[config.mk]
export PLATFORM = sky130hd
export DESIGN_NAME = pffa_ctrl
export DESIGN_NICKNAME = d
export VERILOG_FILES = /design/src/rtl/core/pffa_pkg.sv /design/src/rtl/core/pffa_ctrl.sv
export SDC_FILE = /design/constraint.sdc
export NUM_CORES = 1
export LEC_CHECK = 0
export BUFFER_PORTS_ARGS = -buffer_cell sky130_fd_sc_hd__clkbuf_2
export CAP_MARGIN = 0
export CORE_AREA = 2 2 39 41
export DETAILED_ROUTE_END_ITERATION = 7
export DIE_AREA = 0 0 41 43
export GPL_ROUTABILITY_DRIVEN = 0
export GPL_TIMING_DRIVEN = 1
export PLACE_DENSITY = 0.68
export SYNTH_ARGS = -nofsm -noshare
export SYNTH_HDL_FRONTEND = slang
export SYNTH_SLANG_ARGS = --single-unit
[constraint.sdc]
create_clock -name clk -period 1.16 [get_ports clk]
set_input_delay 0.058 -clock clk [delete_from_list [all_inputs] [get_ports clk]]
set_output_delay 0.058 -clock clk [all_outputs]
set_load 0.02 [all_outputs]
[src/rtl/core/pffa_pkg.sv]
// Shared types and codes of the paged first-fit aligned allocator.
package pffa_pkg;

  localparam logic [2:0] ST_OK        = 3'd0;
  localparam logic [2:0] ST_EXHAUSTED = 3'd1;
  localparam logic [2:0] ST_TOO_LARGE = 3'd2;
  localparam logic [2:0] ST_LIST_FULL = 3'd3;
  localparam logic [2:0] ST_BAD_PAGE  = 3'd4;

  localparam logic FUNC_ALLOC   = 1'b0;
  localparam logic FUNC_DEALLOC = 1'b1;

  typedef enum logic [3:0] {
    S_IDLE,
    S_SCAN,
    S_CMP,
    S_NOFIT,
    S_SHIFT,
    S_SHIFT_WR,
    S_TAIL,
    S_DEALLOC,
    S_DONE
  } state_t;

  typedef struct packed {
    logic load;
    logic next_page;
    logic rd;
    logic next_blk;
    logic take;
    logic shift_rd;
    logic shift_wr;
    logic tail;
    logic fail;
    logic newpg;
    logic dealloc;
    logic emit;
  } cmd_t;

  typedef struct packed {
    logic is_dealloc;
    logic p_end;
    logic k_end;
    logic fit;
    logic shift_more;
    logic no_room;
    logic out_busy;
  } sts_t;

endpackage

[src/rtl/core/pffa_ctrl.sv]
// Controller state machine of the allocator: scan, carve, new page, free, emit.
module pffa_ctrl (
  input  logic            clk,
  input  logic            rst_n,
  input  logic            in_valid,
  output logic            in_ready,
  input  pffa_pkg::sts_t  sts,
  output pffa_pkg::cmd_t  cmd
);

  pffa_pkg::state_t state_r, state_nxt;

  always_ff @(posedge clk) begin
    if (!rst_n) begin
      state_r <= pffa_pkg::S_IDLE;
    end else begin
      state_r <= state_nxt;
    end
  end

  always_comb begin
    state_nxt = state_r;
    cmd       = '0;
    in_ready  = 1'b0;
    case (state_r)
      pffa_pkg::S_IDLE: begin
        in_ready = 1'b1;
        if (in_valid) begin
          cmd.load  = 1'b1;
          state_nxt = pffa_pkg::S_SCAN;
        end
      end
      pffa_pkg::S_SCAN: begin
        if (sts.is_dealloc) begin
          state_nxt = pffa_pkg::S_DEALLOC;
        end else if (sts.p_end) begin
          state_nxt = pffa_pkg::S_NOFIT;
        end else if (sts.k_end) begin
          cmd.next_page = 1'b1;
        end else begin
          cmd.rd    = 1'b1;
          state_nxt = pffa_pkg::S_CMP;
        end
      end
      pffa_pkg::S_CMP: begin
        if (sts.fit) begin
          cmd.take  = 1'b1;
          state_nxt = pffa_pkg::S_SHIFT;
        end else begin
          cmd.next_blk = 1'b1;
          state_nxt    = pffa_pkg::S_SCAN;
        end
      end
      pffa_pkg::S_NOFIT: begin
        if (sts.no_room) begin
          cmd.fail  = 1'b1;
          state_nxt = pffa_pkg::S_DONE;
        end else begin
          cmd.newpg = 1'b1;
          state_nxt = pffa_pkg::S_TAIL;
        end
      end
      pffa_pkg::S_SHIFT: begin
        if (sts.shift_more) begin
          cmd.shift_rd = 1'b1;
          state_nxt    = pffa_pkg::S_SHIFT_WR;
        end else begin
          state_nxt = pffa_pkg::S_TAIL;
        end
      end
      pffa_pkg::S_SHIFT_WR: begin
        cmd.shift_wr = 1'b1;
        state_nxt    = pffa_pkg::S_SHIFT;
      end
      pffa_pkg::S_TAIL: begin
        cmd.tail  = 1'b1;
        state_nxt = pffa_pkg::S_DONE;
      end
      pffa_pkg::S_DEALLOC: begin
        cmd.dealloc = 1'b1;
        state_nxt   = pffa_pkg::S_DONE;
      end
      pffa_pkg::S_DONE: begin
        // hold the result until the output register is free
        if (!sts.out_busy) begin
          cmd.emit  = 1'b1;
          state_nxt = pffa_pkg::S_IDLE;
        end
      end
      default: begin
        state_nxt = pffa_pkg::S_IDLE;
      end
    endcase
  end

endmodule

==> impl_metrics.yaml <==
drt:
  vias_per_cell: 5.18
  drt-total-wl_um: 1600
  ant_nets: 0
  firstDrtPassIters: 4
  drc: 0
  vias: 575
  drt_iter0_markers: 2
  wl_per_cell_um: 14.5
synth:
  synth_cell_type_count: 30
  synth_ff_type: "dfxtp_1"
  synth_edf_count: 0
  synthMuxAreaShare: 0
  syn_area_per_cell_um2: 7.42
  synth_top_family_by_area: "simple AND/OR/NAND/NOR gates"
  yosysWarnings: 0
  synthSimpleGateAreaFrac: 0.530
  syn_area_um2: 415
  ys_ff_latch: 4
  synth_compound_area_frac: 0.208
  synthAdderAreaFrac: 0
  synth_nets: 66
  synth_xor_area_frac: 0
  yosysSeqAreaShare: 0.193
  postSynthCellCount: 56
  async_flop_share: 0
floorplanning:
  num_rows: 14
  io_pins: 23
  die_x_um: 41
  core_area_um2: 1380
  die_area_um2: 1760
  start_util: 0.300
  dieHeight_um: 43
sta:
  clock_skew_ps: 2.75
  hold_violations: 0
  hold_slack_ps: 93.4
  setup_ws_ps: -186
  finalSetupTns_ps: -1330
  setup_viol: 16
  period_needed_ps: 1350
  slew-limit-headroom: 0.817
  worst_pin_slew_ps: 274
  slew_viol_final: 0
  rsz0062_at_grt: "true"
  fmax_mhz: 743
  period_share: 1.16
critical_path:
  crit_chain: "buf_12, nor4_4, and2_4, buf_8"
  r2r_setup_slack_ps: -70
  end_kind: "primary output"
  crit_type: "flip-flop to primary output"
  crit_slowest_cell: "dfxtp_4"
  cp.arrival_ps: 1290
  cp.required_ps: 1100
  cpLargestDelayFamily: "simple AND/OR/NAND/NOR gates"
  cpPeakStageDelay_ps: 350
  critical_path_peak_fanout: 6
  path_buf_inv: 2
  startpoint_type: "flip-flop"
cts:
  cts_tree: "yes"
  clk_pin_slew_worst_paths_ps: 40
  clk_latency_ps: 230
  clockBufferDepth: 2
  cts_made_buffers: 3
  clock_tree.root_cell: "clkbuf_4"
  htree_levels: 1
  cts.sinks: 4
placement:
  port_buffers: 22
  place_inst: 98
  post-dp-hpwl_um: 947
layout:
  areaGrowthSynthToFinish_pct: 126
  reg_top3: "state_r: 4 flops"
  largest_reg_flops: 4
  drive_above_1_share: 0.747
  fin_nets: 107
  final_cell_mix: "12 x buf_4, 10 x clkbuf_2, 9 x buf_6"
  antenna-diode-count: 0
  num-fill-cells: 108
  top_register: "state_r"
  final_common_cell: "buf_4"
  final_util: 0.678
  layout.cells.non_filler: 111
min_path:
  min_path_type: "input pin to flip-flop"
global_route:
  grt_pass1_wl_um: 2280
  antenna_found_initial: 0
  grt_max_degree: 8
  grt-ovfl-total: 0
  grt_pass1_vias: 576
  grt_usage: 0.189
power:
  sw_frac_of_total: 0.375
  clock_power_share: 0.146
  p_seq_frac: 0.185
  p_comb_frac: 0.668
  p_switching_uw: 421
  total_power_uw: 1120
  power_density_nw_per_um2: 1200
  p_int_uw: 701
  ir_worst_vdd_uv: 580
  power.leakage_uw: 0.000428
status:
  outcome: "finished, violations left"
  violations: "setup timing"
job:
  maxCapViolations: 0
[final timing paths]
check | from | endpoint | cells past startpoint
worst max-delay path | state_r[0]$_SDFFE_PN0P_ | cmd[11] | 4
worst max register to register | state_r[0]$_SDFFE_PN0P_ | state_r[3]$_SDFFE_PN0P_ | 6
worst min-delay path | rst_n | state_r[0]$_SDFFE_PN0P_ | 2
worst min register to register | state_r[0]$_SDFFE_PN0P_ | state_r[3]$_SDFFE_PN0P_ | 3
[per-stage QoR]
step                      cell area (um2)  worst slack, ps
after floorplan                       440            -12.2
final                                 938             -186
after CTS                             798             -205
after global routing                  938             -255
after detailed placement              608            -24.4
after global placement                608             5.95
[layer usage]
| metal | track usage | routed length [um] |
|---|---|---|
| met4 | 0.120 | 50 |
| met5 | 0 | 0 |
| met1 | 0.183 | 532 |
| met2 | 0.341 | 967 |
| met3 | 0.0209 | 54 |
[worst register-to-register path, stage by stage (launching register included)]
cell	delay (ps)
dfxtp_4	360
buf_12	120
buf_4	100
buf_6	100
nor2_2	50
a21o_1	180
o31ai_2	230
[area by class of cell]
| type | count | area [um2] | area share |
|---|---|---|---|
| repair buffers | 40 | 374 | 0.399 |
| inverters | 1 | 3.75 | 0.00400 |
| well taps | 16 | 20.0 | 0.0213 |
| multi-input cells | 47 | 423 | 0.451 |
| flip-flops and latches | 4 | 95.1 | 0.101 |
| clock buffers | 3 | 22.5 | 0.0240 |
[Yosys cell counts (2+ instances only)]
| master | number | area share |
|---|---|---|
| nor2_1 | 7 | 0.063 |
| a21oi_1 | 4 | 0.048 |
| dfxtp_1 | 4 | 0.19 |
| and2_1 | 3 | 0.045 |
| nand2b_1 | 3 | 0.045 |
| nor3_1 | 3 | 0.036 |
| a21o_1 | 2 | 0.036 |
| and2b_1 | 2 | 0.036 |
| and3_1 | 2 | 0.030 |
| buf_2 | 2 | 0.024 |
| buf_4 | 2 | 0.036 |
| nand2_1 | 2 | 0.018 |
| nor3b_1 | 2 | 0.036 |
| nor4_1 | 2 | 0.030 |
[logic make-up after synthesis]
group	after synthesis
compound gates	13
buf+inv	5
flops	4
simple gates	34
[power by group through the flow]
stage               registers [uW]  clock network (uW)  logic, uW
finish                         208                 164        750
global route                   215                 177        804
global placement               193                   0        453
detailed placement             193                   0        460
floorplan                      180                   0        312
CTS                            203                 172        596
[timing repair]
| action | 4_1_cts | 5_1_grt |
|---|---|---|
| hold buffers | 0 | 0 |
| pin swaps | 11 | 13 |
| setup endpoints to repair | 14 | 16 |
| setup buffers | 8 | 2 |
| gates cloned | 0 | 0 |
| gates resized for setup | 32 | 38 |
No activity file was read; power rests on OpenSTA's default activity.
